<file path="src/hdl/nrm_pkg.sv">
// ---------------------------------------------------------------------------
// nrm_pkg: shared types, constants and arithmetic helpers
// Fixed-point formats, the cordic arctangent table and the rounding
// functions used by the normal to rotation matrix pipeline.
// ---------------------------------------------------------------------------
package nrm_pkg;

	localparam int ANGLE_BITS     = 16;
	localparam int COEF_FRAC_BITS = 14;
	localparam int WORK_FRAC      = 30;
	localparam int CORDIC_STEPS   = 30;
	localparam int STEP_W         = 5;
	localparam int CW             = 34;  // cordic datapath width
	localparam int QB             = 34;  // quotient bits kept by the divider
	localparam int RW             = 36;  // width of a matrix entry before output rounding
	localparam int OUT_W          = COEF_FRAC_BITS + 2;
	localparam int NUM_ENTRIES    = 9;

	localparam logic signed [CW-1:0] GAIN_Q30 = CW'(34'sh026DD3B6A);

	// one cordic cell's payload
	typedef struct packed {
		logic signed [CW-1:0] x;
		logic signed [CW-1:0] y;
		logic signed [CW-1:0] z;
		logic                 flip;
	} cordic_t;

	// one divider cell's payload
	typedef struct packed {
		logic [31:0]    dvs;
		logic [31:0]    rem;
		logic [QB-1:0]  low;
		logic [QB-1:0]  quo;
		logic           ovf;
	} div_t;

	// values that ride alongside the divider chain
	typedef struct packed {
		logic signed [31:0] nx;
		logic signed [31:0] ny;
		logic               dgn;
		logic               nxy_neg;
	} side_t;

	// arctangent of 2^-i in 2^32-per-turn units
	function automatic logic signed [CW-1:0] atan_turn(input logic [STEP_W-1:0] i);
		logic [31:0] v;
		case (i)
			5'd0:  v = 32'h20000000;
			5'd1:  v = 32'h12E4051E;
			5'd2:  v = 32'h09FB385B;
			5'd3:  v = 32'h051111D4;
			5'd4:  v = 32'h028B0D43;
			5'd5:  v = 32'h0145D7E1;
			5'd6:  v = 32'h00A2F61E;
			5'd7:  v = 32'h00517C55;
			5'd8:  v = 32'h0028BE53;
			5'd9:  v = 32'h00145F2F;
			5'd10: v = 32'h000A2F98;
			5'd11: v = 32'h000517CC;
			5'd12: v = 32'h00028BE6;
			5'd13: v = 32'h000145F3;
			5'd14: v = 32'h0000A2FA;
			5'd15: v = 32'h0000517D;
			5'd16: v = 32'h000028BE;
			5'd17: v = 32'h0000145F;
			5'd18: v = 32'h00000A30;
			5'd19: v = 32'h00000518;
			5'd20: v = 32'h0000028C;
			5'd21: v = 32'h00000146;
			5'd22: v = 32'h000000A3;
			5'd23: v = 32'h00000051;
			5'd24: v = 32'h00000029;
			5'd25: v = 32'h00000014;
			5'd26: v = 32'h0000000A;
			5'd27: v = 32'h00000005;
			5'd28: v = 32'h00000003;
			5'd29: v = 32'h00000001;
			default: v = 32'h00000000;
		endcase
		return signed'({2'b00, v});
	endfunction

	// Q60 product back to Q30, half away from zero
	function automatic logic signed [31:0] round_q30(input logic signed [63:0] p);
		logic [63:0] m;
		logic [63:0] r;
		m = p[63] ? 64'(-p) : 64'(p);
		r = (m + (64'd1 << (WORK_FRAC - 1))) >> WORK_FRAC;
		return p[63] ? 32'(-r) : 32'(r);
	endfunction

	// Q30 entry to the output format, half away from zero, saturated
	function automatic logic signed [OUT_W-1:0] to_out(input logic signed [RW-1:0] v);
		localparam int SH = WORK_FRAC - COEF_FRAC_BITS;
		logic [RW-1:0] m;
		logic [RW-1:0] r;
		m = v[RW-1] ? RW'(-v) : RW'(v);
		r = (m + (RW'(1) << (SH - 1))) >> SH;
		if (r > (RW'(1) << COEF_FRAC_BITS))
			r = RW'(1) << COEF_FRAC_BITS;
		return v[RW-1] ? OUT_W'(-r) : OUT_W'(r);
	endfunction

endpackage

</file>
<file path="src/hdl/nrm_div_cell.sv">
// ---------------------------------------------------------------------------
// nrm_div_cell: one restoring division step
// Brings down one numerator bit, subtracts the divisor when it fits and
// shifts the quotient bit in.
// ---------------------------------------------------------------------------
module nrm_div_cell import nrm_pkg::*; (
	input  logic clk,
	input  logic en,
	input  div_t d_in,
	output div_t d_out
);

	div_t        nxt;
	logic [32:0] trial;
	logic        fits;

	// trial subtract of the partial remainder
	always_comb begin
		trial = {d_in.rem, d_in.low[QB-1]};
		fits  = trial >= {1'b0, d_in.dvs};
		nxt.dvs = d_in.dvs;
		nxt.ovf = d_in.ovf;
		nxt.low = {d_in.low[QB-2:0], 1'b0};
		nxt.quo = {d_in.quo[QB-2:0], fits};
		nxt.rem = fits ? 32'(trial - {1'b0, d_in.dvs}) : trial[31:0];
	end

	always_ff @(posedge clk) begin
		if (en)
			d_out <= nxt;
	end

endmodule

</file>
<file path="config.mk">
export PLATFORM = sky130hd
export DESIGN_NAME = nrm_div_cell
export DESIGN_NICKNAME = d
export VERILOG_FILES = /design/src/hdl/nrm_pkg.sv /design/src/hdl/nrm_div_cell.sv
export SDC_FILE = /design/constraint.sdc
export NUM_CORES = 1
export LEC_CHECK = 0
export ABC_AREA = 1
export BUFFER_PORTS_ARGS = -buffer_cell sky130_fd_sc_hd__buf_4
export CAP_MARGIN = 0
export CORE_MARGIN = 4
export CORE_UTILIZATION = 54
export CTS_CLUSTER_SIZE = 20
export DETAILED_ROUTE_END_ITERATION = 10
export PLACE_DENSITY = 0.87
export SYNTH_ARGS = -nofsm -noshare
export SYNTH_HDL_FRONTEND = slang
export SYNTH_SLANG_ARGS = --single-unit
</file>
<file path="constraint.sdc">
create_clock -name clk -period 4.1 [get_ports clk]
set_input_delay 0.41 -clock clk [delete_from_list [all_inputs] [get_ports clk]]
set_output_delay 0.41 -clock clk [all_outputs]
set_load 0.005 [all_outputs]
</file>
# Yosys cells after proc, flatten, opt, wreduce, memory -nomap -nowiden
# Index checks and enable logic that the tools add are counted.
[op_classes]
add_sub_neg = 1
n_lt_le_gt_ge = 1
n_mux = 1
[op_table]
columns = ["cell", "n"]
rows = [
  ["greater-or-equal comparator 33 x 32 -> 1 bit", 1],
  ["2-to-1 mux 32 bit", 1],
  ["subtractor 32 bit", 1],
]
[word_totals]
ff_bits = 132
inputBits = 135
output_inout_bits = 133

# Depth between registers and ports, before layout
[depth]
ltp_word = 2
depth_mapped = 16
ltp_nobuf = 14

# Least setup slack after synthesis
# Ideal clock, no wire load.
[synth_timing]
kind = "input to register"
from = "input d_in[68] (netlist name)"
to = "register d_out[85] (netlist name) (data pin)"
setup_ns = 0.252
arrival_ns = 1.770
required_ns = 3.848
slack_ns = 2.077
path_stages = 13
n_path_buf = 0
path_cell_list = "inv_1 ha_1 fa_1 inv_1 nand3_1 nand3_1 nand2_1 nand3_1 nand3_1 nand2_1 nand2_1 nand3_2 nand2_1"
[synth_lines]
columns = ["element", "line_no", "text"]
rows = [
  ["from (decl)", "nrm_div_cell.sv:9", "input div_t d_in,"],
  ["to (signal assigned)", "nrm_div_cell.sv:30", "d_out <= nxt;"],
  ["to (decl)", "nrm_div_cell.sv:10", "output div_t d_out"],
]

==> summary.txt <==
Outcome
  • Run status: completed

Synth
  • Mapped Cells: 786
  • Syn nets: 954
  • Post-synth EDFFs: 132
  • Sequential cell area fraction in the yosys report: 55.3%
  • Synth async-reset ratio: 0%
  • Main synth FF type: edfxtp_1
  • Synth area leader: edfxtp_1
  • Distinct cells, synth: 31
  • Warnings, synthesis: 0
  • Top-area cell type share of the netlist area: 55.3%
  • Area contributors post-synth: edfxtp_1 (55%), nand2_1 (14%), inv_1 (7.8%), ha_1 (5.6%), nand3_1 (3.6%)
  • Synthesized area per cell: 9.12 sq um
  • Mapped Area: 0.00717 sq mm
  • FF+latch count, synth: 132

CTS
  • H-tree levels: 4
  • # resized after CTS: 0
  • Max Root-Sink Buffers: 2
  • CTS Sinks: 132
  • Clock transition at path regs: 60 ps
  • Root buf cell: clkbuf_16
  • # hold bufs at CTS: 0
  • CTS tree: built
  • Setup Buffers After CTS: 0
  • CTS Buf Count: 17

Routing
  • First DRT Iteration DRCs: 446
  • Drc violations: 0
  • Post-DR wirelength/cell: 17.5 um
  • DR vias: 6175
  • Final ANT Viol Nets: 0
  • Router iterations before antenna repair: 5
  • WL final: 21800 um
  • Post-DR vias/cell: 4.96

Critical path
  • Worst setup path category: input port to register
  • CP bufs+invs: 2
  • Crit-path max FO: 35
  • CP required: 4270 ps
  • WP data arrival: 2490 ps
  • Highest-delay cell along the critical path: ha_1
  • Most used cell, CP: nand2_1
  • Crit-path leading delay family: simple AND/OR/NAND/NOR gates
  • Worst-path cell chain: buf_4 -> ha_1 -> nand2_2 -> inv_1 -> nand2_1 -> nand2_1 -> nand2_1 -> nand3_2 -> nand2_2 -> nand2_2 -> nand2_4 -> nand2_8 -> nand3_2 -> nand2_1
  • Max incr delay on CP: 380 ps
  • Crit start category: input port
  • Critical Path Sink Type: register

GRT
  • Vias in the first global route: 6133
  • Initial antenna violation count: 0
  • First-pass GRT wire length: 32800 um
  • Total track usage: 29.0%
  • Largest net degree at the start of global routing: 61
  • Grt ovf: 0

Floorplanning
  • Die area: 0.0152 sq mm
  • Chip height: 123 um
  • Core area: 0.0128 sq mm
  • IO Count: 268
  • Initial Utilization: 55.9%
  • Die Width: 123 um
  • Core Rows: 41

Power
  • LEAKAGE: 5.00 nW
  • PD cells: 396 mW/mm^2
  • Peak supply drop: 260 uV

Placement
  • Cell total after placement: 1215
  • IO Port Bufs: 265
  • RePlAce Congestion: 0.924
  • Dpl hpwl: 16300 um

Layout
  • Top reg by flops: d_out
  • Most common cell after layout, fill and taps aside: nand2_1
  • Layout cells sized above 1: 30.6%
  • Post-layout nets: 1230
  • Most frequent cells in the layout: nand2_1 (276), buf_4 (267), inv_1 (149)
  • Max FFs per register: 132
  • Number of diodes: 0
  • P&R area growth vs syn: 37.3%
  • Top flop regs: d_out (132)
  • # fillers: 921
  • Final non-filler cell total: 1245

STA
  • Highest clock rate: 431 MHz
  • Tmin final: 2320 ps
  • Final period utilization: 56.6%
  • RSZ-0062 raised after global routing: no
  • Fin. Hold Viols: 0
  • Setup TNS: 0 ps
  • Relative slew slack: 62.5%
  • Least-Margin Pin Slew: 563 ps
  • Final-report setup violation count: 0
  • Slew Viols, Final: 0

Hold path
  • HP Class: input port to register

Flow run
  • Max_cap viols: 0
==> path summary, 6_finish.rpt <==
kind | start | to | slack [ps] | cells after the start
worst min-delay path | d_in[32] | d_out[33] | 170 | 1
worst max-delay path | d_in[71] | d_out[92] | 1780 | 14
==> cell families (layout without fill, tap and decap cells) <==
kind of cell	Yosys count	after routing	share of synthesized area (%)
AO/OA/AOI/OAI	24	24	1.71
XOR/XNOR	14	14	1.71
adder cells (fa/ha/maj)	33	33	5.86
buffers and inverters	163	450	9.20
flip-flops	132	132	55.3
other	1	1	0.0523
AND/OR/NAND/NOR	419	419	26.2
==> per-stage QoR <==
| step | power, mW | setup slack (ps) | util, % | hold WS, ps | area [sq um] |
|---|---|---|---|---|---|
| after floorplan | 2.09 | 2080 | - | 509 | 7170 |
| final | 3.90 | 1780 | 76.8 | 168 | 9850 |
| after detailed placement | 2.52 | 1340 | 72.6 | 589 | 9310 |
| after CTS | 3.93 | 1790 | 76.8 | 149 | 9850 |
| after global placement | 2.50 | 1380 | 72.6 | 588 | 9310 |
| after global routing | 4.08 | 1610 | 76.8 | 145 | 9850 |
==> power by group <==
part	total (mW)	switching, mW	internal [mW]	leakage [nW]
clock network	1.40	0.572	0.824	0.258
logic	0.823	0.443	0.380	3.45
registers	1.68	0.0404	1.64	1.29
total	3.90	1.06	2.85	5.00
==> Yosys cell counts, types with 2 or more instances <==
cell	n
nand3b_1	10
inv_2	3
inv_1	149
nand2_2	4
nor2_2	5
buf_2	7
nand3_2	16
xor2_1	13
nand4_1	2
nor3_1	6
o21ai_0	2
nor2_1	34
a21oi_1	21
nand2_1	276
ha_1	32
nand3_1	52
and2_1	8
edfxtp_1	132
nor3_2	2
==> metal layers <==
layer / GRT usage [%] / vias up / wire length, um
met4: 10.9 / 0 / 681
met2: 51.2 / 257 / 11000
met3: 10.4 / 45 / 2290
met5: 0 / - / 0
met1: 31.8 / 2821 / 7790
li1: - / 3052 / -
==> final cells by class <==
cell class / instances / area [sq um] / share of cell area [%]
Sequential cell: 132 / 3960 / 40.3
Multi-Input combinational cell: 491 / 2550 / 25.9
Timing Repair Buffer: 268 / 2020 / 20.5
Inverter: 152 / 571 / 5.79
Clock buffer: 17 / 425 / 4.32
Tap cell: 172 / 215 / 2.19
Clock inverter: 13 / 110 / 1.12
No activity file was read; power rests on OpenSTA's default activity.
