$ cat config.mk
export PLATFORM = sky130hd
export DESIGN_NAME = nrm_cordic_cell
export DESIGN_NICKNAME = d
export VERILOG_FILES = /design/src/hdl/nrm_pkg.sv /design/src/hdl/nrm_cordic_cell.sv
export SDC_FILE = /design/constraint.sdc
export NUM_CORES = 1
export LEC_CHECK = 0
export ABC_CLOCK_PERIOD_IN_PS = 6200
export BUFFER_PORTS_ARGS = -buffer_cell sky130_fd_sc_hd__buf_2
export CORE_MARGIN = 2
export CORE_UTILIZATION = 55
export CTS_CLUSTER_DIAMETER = 60
export DETAILED_ROUTE_END_ITERATION = 8
export HOLD_SLACK_MARGIN = 0.08
export PLACE_DENSITY = 0.8
export SYNTH_ARGS = -nofsm -noshare
export SYNTH_HDL_FRONTEND = slang
export SYNTH_SLANG_ARGS = --single-unit
$ cat constraint.sdc
create_clock -name clk -period 6.2 [get_ports clk]
set_clock_uncertainty 0.2 [all_clocks]
set_input_delay 0 -clock clk [delete_from_list [all_inputs] [get_ports clk]]
set_output_delay 0 -clock clk [all_outputs]
set_load 0.005 [all_outputs]
$ cat src/hdl/nrm_pkg.sv
// ---------------------------------------------------------------------------
// nrm_pkg: shared types, constants and arithmetic helpers
// Fixed-point formats, the cordic arctangent table and the rounding
// functions used by the normal to rotation matrix pipeline.
// ---------------------------------------------------------------------------
package nrm_pkg;

	localparam int ANGLE_BITS     = 16;
	localparam int COEF_FRAC_BITS = 14;
	localparam int WORK_FRAC      = 30;
	localparam int CORDIC_STEPS   = 30;
	localparam int STEP_W         = 5;
	localparam int CW             = 34;  // cordic datapath width
	localparam int QB             = 34;  // quotient bits kept by the divider
	localparam int RW             = 36;  // width of a matrix entry before output rounding
	localparam int OUT_W          = COEF_FRAC_BITS + 2;
	localparam int NUM_ENTRIES    = 9;

	localparam logic signed [CW-1:0] GAIN_Q30 = CW'(34'sh026DD3B6A);

	// one cordic cell's payload
	typedef struct packed {
		logic signed [CW-1:0] x;
		logic signed [CW-1:0] y;
		logic signed [CW-1:0] z;
		logic                 flip;
	} cordic_t;

	// one divider cell's payload
	typedef struct packed {
		logic [31:0]    dvs;
		logic [31:0]    rem;
		logic [QB-1:0]  low;
		logic [QB-1:0]  quo;
		logic           ovf;
	} div_t;

	// values that ride alongside the divider chain
	typedef struct packed {
		logic signed [31:0] nx;
		logic signed [31:0] ny;
		logic               dgn;
		logic               nxy_neg;
	} side_t;

	// arctangent of 2^-i in 2^32-per-turn units
	function automatic logic signed [CW-1:0] atan_turn(input logic [STEP_W-1:0] i);
		logic [31:0] v;
		case (i)
			5'd0:  v = 32'h20000000;
			5'd1:  v = 32'h12E4051E;
			5'd2:  v = 32'h09FB385B;
			5'd3:  v = 32'h051111D4;
			5'd4:  v = 32'h028B0D43;
			5'd5:  v = 32'h0145D7E1;
			5'd6:  v = 32'h00A2F61E;
			5'd7:  v = 32'h00517C55;
			5'd8:  v = 32'h0028BE53;
			5'd9:  v = 32'h00145F2F;
			5'd10: v = 32'h000A2F98;
			5'd11: v = 32'h000517CC;
			5'd12: v = 32'h00028BE6;
			5'd13: v = 32'h000145F3;
			5'd14: v = 32'h0000A2FA;
			5'd15: v = 32'h0000517D;
			5'd16: v = 32'h000028BE;
			5'd17: v = 32'h0000145F;
			5'd18: v = 32'h00000A30;
			5'd19: v = 32'h00000518;
			5'd20: v = 32'h0000028C;
			5'd21: v = 32'h00000146;
			5'd22: v = 32'h000000A3;
			5'd23: v = 32'h00000051;
			5'd24: v = 32'h00000029;
			5'd25: v = 32'h00000014;
			5'd26: v = 32'h0000000A;
			5'd27: v = 32'h00000005;
			5'd28: v = 32'h00000003;
			5'd29: v = 32'h00000001;
			default: v = 32'h00000000;
		endcase
		return signed'({2'b00, v});
	endfunction

	// Q60 product back to Q30, half away from zero
	function automatic logic signed [31:0] round_q30(input logic signed [63:0] p);
		logic [63:0] m;
		logic [63:0] r;
		m = p[63] ? 64'(-p) : 64'(p);
		r = (m + (64'd1 << (WORK_FRAC - 1))) >> WORK_FRAC;
		return p[63] ? 32'(-r) : 32'(r);
	endfunction

	// Q30 entry to the output format, half away from zero, saturated
	function automatic logic signed [OUT_W-1:0] to_out(input logic signed [RW-1:0] v);
		localparam int SH = WORK_FRAC - COEF_FRAC_BITS;
		logic [RW-1:0] m;
		logic [RW-1:0] r;
		m = v[RW-1] ? RW'(-v) : RW'(v);
		r = (m + (RW'(1) << (SH - 1))) >> SH;
		if (r > (RW'(1) << COEF_FRAC_BITS))
			r = RW'(1) << COEF_FRAC_BITS;
		return v[RW-1] ? OUT_W'(-r) : OUT_W'(r);
	endfunction

endpackage

$ cat src/hdl/nrm_cordic_cell.sv
// ---------------------------------------------------------------------------
// nrm_cordic_cell: one cordic rotation step
// Rotates (x, y) by plus or minus atan(2^-step) depending on the sign of z
// and registers the result for the next cell.
// ---------------------------------------------------------------------------
module nrm_cordic_cell import nrm_pkg::*; (
	input  logic              clk,
	input  logic              en,
	input  logic [STEP_W-1:0] step,
	input  cordic_t           d_in,
	output cordic_t           d_out
);

	cordic_t              nxt;
	logic signed [CW-1:0] xs;
	logic signed [CW-1:0] ys;
	logic signed [CW-1:0] at;

	// rotation direction follows the residual angle
	always_comb begin
		xs = d_in.x >>> step;
		ys = d_in.y >>> step;
		at = atan_turn(step);
		nxt.flip = d_in.flip;
		if (!d_in.z[CW-1]) begin
			nxt.x = d_in.x - ys;
			nxt.y = d_in.y + xs;
			nxt.z = d_in.z - at;
		end else begin
			nxt.x = d_in.x + ys;
			nxt.y = d_in.y - xs;
			nxt.z = d_in.z + at;
		end
	end

	always_ff @(posedge clk) begin
		if (en)
			d_out <= nxt;
	end

endmodule

After elaboration in Yosys (flattened, before gate mapping) --
Memories as Yosys holds them, arrays and structs flattened. Cells that the tools add are included.
Word-level totals: register bits after elaboration 103, memory bits (read-only) 960, input port bits 110, output and inout port bits 103, word-level logic and storage cells 14, memories 1
Operators by class: $add $sub $neg 6, shift-type cells 2, muxes and demuxes 1
Memory list:
- (name not given) | words 32, width 30, rd ports 1, clocked after memory_dff 0, wr ports 0, RTL line nrm_pkg.sv:49 | case (i)
Operators by type and width (number):
- 102-bit two-way mux | 1
- 34-bit adder | 2
- 34-bit by 5-bit >>> shifter with 34-bit output | 2
- 34-bit subtractor | 2
- 34-bit by 33-bit adder with 34-bit output | 1
- 34-bit by 33-bit subtractor with 34-bit output | 1

Longest topological paths before layout --
depth in word-level cells 3, mapped depth 28, mapped depth without buffers 23

Least setup slack after synthesis --
Ideal clock, no wire load.
path type in2reg, start input step[1], end register d_out[33] (netlist bit), data pin, setup time 258 ps, arrival 5449 ps, required time 5742 ps, slack 294 ps, stages 27, buffers on the path 4, path through buf_2 -> inv_2 -> buf_2 -> buf_1 -> ha_1 -> nor2_1 -> a211oi_1 -> a311o_1 -> o21ai_0 -> ha_1 -> nand2_1 -> nor4_1 -> and2_1 -> or2_2 -> clkbuf_1 -> xnor2_1 -> ha_1 -> and3_1 -> and3_1 -> a32oi_1 -> nand3_1 -> o31ai_1 -> o311ai_0 -> a31o_2 -> a21o_1 -> a21oi_1 -> xnor2_1
RTL lines:
- start, declared | RTL line nrm_cordic_cell.sv:9 | input logic [STEP_W-1:0] step,
- end signal, assigned | RTL line nrm_cordic_cell.sv:38 | d_out <= nxt;
- end, declared | RTL line nrm_cordic_cell.sv:11 | output cordic_t d_out

==> metrics.md <==
| Metric | Value |
|---|---|
| Via count | `16380` |
| Nets | `between 2000 and 2500` |
| Biggest register | `d_out` |
| Vias in the first global route | `15820` |
| Die ar. | `0.03011 sq mm` |
| Final Setup Violations | `0` |
| Fmax achieved | `~170 MHz` |
| Die X | `173.5 microns` |
| Fin crit period | `5.975 ns` |
| Pwr dens | `~220 mW/mm^2` |
| Placed instance area | `0.01768 sq mm` |
| Filler cells | `2373` |
| IO Port Bufs | `around 210` |
| Iter 0 DRT Violations | `approximately 1700` |
| Leakage power | `0.007759 uW` |
| Top Registers | `d_out (103)` |
| Max reg flops | `~100` |
| Initial Util | `around 56%` |
| RD Place Congestion | `slightly above 1` |
| Final worst slack | `between 0.2 and 0.25 ns` |
| GR peak layer | `met2` |
| Final wirelength | `59.69 mm` |
| Critical path type | `input pin to flop` |
| CTS tree | `yes` |
| Crit-path max FO | `8` |
| Cell variety after synth | `100` |
| Std cell rows | `62` |
| Fin crit share | `a little over nine tenths` |
| Slew headroom | `37.86%` |
| Syn Area/Cell | `about 9.0 sq um` |
| Cells after Synth | `1764` |
| Most frequent cells in the layout | `buf_2 (208), nor2_1 (166), a21oi_1 (151)` |
| Leading cell type in the layout, fill and taps excluded | `buf_2` |
| VDD IR-drop max | `roughly 0.14 mV` |
| Setup_tns | `0 ns` |
| Ports | `~210` |
| Pre-CTS setup slack | `0.2477 ns` |
| Max Cap Viol | `0` |
| Crit. End Element | `flop` |
| Min-Delay Path Class | `input pin to flop` |
| Area delta synth->final | `18.18%` |
| Synth top area share | `19.57%` |
| FF+latch count, synth | `about 100` |
| CP required | `just over 6 ns` |
| Post-route cell area | `0.01868 sq mm` |
| Post-synth EDFFs | `103` |
| Status | `completed` |
| Area leader, netlist | `edfxtp_1` |
| Clk pin slew, worst setup/hold paths | `0.08 ns` |
| DRT Pass-1 Iters | `6` |
| Async set-reset flop share out of synthesis | `0%` |
| Grt met2 use | `62.25%` |
| Final core utilization | `65.62%` |
| Hold Crit Depth | `4` |
| GR Layer Usage met3 | `7.610%` |
| Antenna diode count | `0` |
| CTS Buf Count | `9` |
| Post-DP HPWL | `45.79 mm` |
| Total grt overflow | `0` |
| Sequential share of the synthesized area | `between 10% and 20%` |
| # DRC | `0` |
| CP startpoint kind | `input pin` |
| Global Route met1 Usage | `50.48%` |
| First-pass GRT wire length | `91.31 mm` |
| RSZ-0062 raised after global routing | `false` |
| Die H | `173.5 microns` |
| Mapped Area | `between 0.015 and 0.02 sq mm` |
| Share of cells above drive strength 1 | `about a quarter` |
| Core area | `~0.028 sq mm` |
| CTS H-tree depth | `3` |
| Sink Count | `103` |
| Crit path arrival time | `5.91 ns` |
| Total GRT Usage | `38.87%` |
| Vias per inst | `6.711` |
| Top post-synthesis cells by area | `edfxtp_1 (20%), mux4_2 (11%), ha_1 (8.7%), xnor2_1 (6.3%), a21oi_1 (4.8%)` |
| Largest net degree at the start of global routing | `55` |
| Clk buf depth | `2` |
| Worst slew pin tran | `a little over 0.9 ns` |
| Top_reg_cell synth | `edfxtp_1` |
| Syn Nets | `roughly 2000` |
| Post-route ant nets | `0` |
| Initial antenna violation count | `0` |
| Final hold vios | `0` |
| Final Max Slew Viols | `0` |
| Per-cell routed wire length | `24.46 microns` |
| Ys Warns | `0` |
| Clock root cell | `clkbuf_16` |
[logic make-up after synthesis]
family | after synthesis | share of synthesized area, %
muxes | 181 | 18.45
and+or+nand+nor | 491 | 15.38
xor gates and xnor gates | 170 | 9.419
adders and majority gates | 113 | 9.087
buffers and inverters | 153 | 4.718
AOI/OAI and AO/OA | 553 | 23.38
DFF | 103 | 19.57
[worst max-delay path, cell delays in order]
cell,delay [ns]
dlygate4sd3_1,0.54
buf_2,0.18
mux4_1,0.58
mux2_2,0.32
mux4_2,0.53
a211oi_1,0.27
nand2b_1,0.14
nor3_2,0.30
buf_4,0.19
a31oi_1,0.08
xnor2_1,0.14
ha_1,0.38
and4_1,0.28
nand3_1,0.14
a211oi_1,0.07
nor2b_1,0.41
a211oi_1,0.19
or3_1,0.35
a221oi_1,0.32
a21oi_1,0.16
a31oi_1,0.22
xnor2_1,0.10
[what timing repair did]
action	4_1_cts	5_1_grt
hold buffers	67	0
setup endpoints to repair	0	5
hold endpoints to repair	101	0
gates resized for setup	0	13
buffers inserted	0	0
[per-stage QoR]
step	std cells	total power [uW]	hold slack, ns
floorplan	1764	2576	-0.1011
global placement	2357	3255	-0.02320
detailed placement	2357	3301	-0.02148
CTS	2440	3970	0.08359
global route	2440	4266	0.09881
finish	2440	4032	0.1046
[synthesized netlist by cell type, types with 7 or more instances]
master	n
nor2_1	168
a21oi_1	151
nand2_1	116
xnor2_1	113
ha_1	110
edfxtp_1	103
o21ai_0	92
mux4_2	77
mux2i_1	60
xor2_1	57
inv_1	45
a21o_1	42
clkbuf_1	41
buf_2	38
o21a_1	35
mux2_2	30
nand3_1	28
a211oi_1	27
nand2b_1	27
nor3_1	27
nor2b_1	26
a31oi_1	25
and3_1	19
o211ai_1	16
o22ai_1	16
a22oi_1	15
and2_1	15
o21bai_1	11
a221oi_1	10
buf_1	10
nand4_1	10
a21boi_0	9
or2_2	9
a32oi_1	8
buf_6	8
mux2_1	8
or3_1	8
a31o_2	7
a41oi_1	7
[report_power, final]
part | switching, uW | internal (uW) | total (uW)
clock network | 309 | 277 | 586
registers | 47.0 | 1040 | 1080
logic | 1310 | 1050 | 2360
total | 1670 | 2360 | 4030
[path summary, 6_finish.rpt]
path | to | startpoint | slack [ns]
worst max-delay path | d_out[68] | d_in[77] | 0.23
worst min-delay path | d_out[38] | d_in[38] | 0.10
[layout make-up]
type                    count  area [sq um]  share of cell area, %
multi-input cells        1508         12020                  64.36
well taps                 384         480.5                  2.572
repair buffers            380          2620                  14.02
clock buffers               9         225.2                  1.206
flip-flops and latches    103          3093                  16.56
clock inverters             7         56.30                 0.3014
inverters                  49         183.9                 0.9845
[layer usage]
layer	vias up	wire, microns
met5	-	0
met4	0	3133
met3	190	6023
met2	1075	27300
met1	7783	23230
li1	7328	-
No activity file was read; power rests on OpenSTA's default activity.
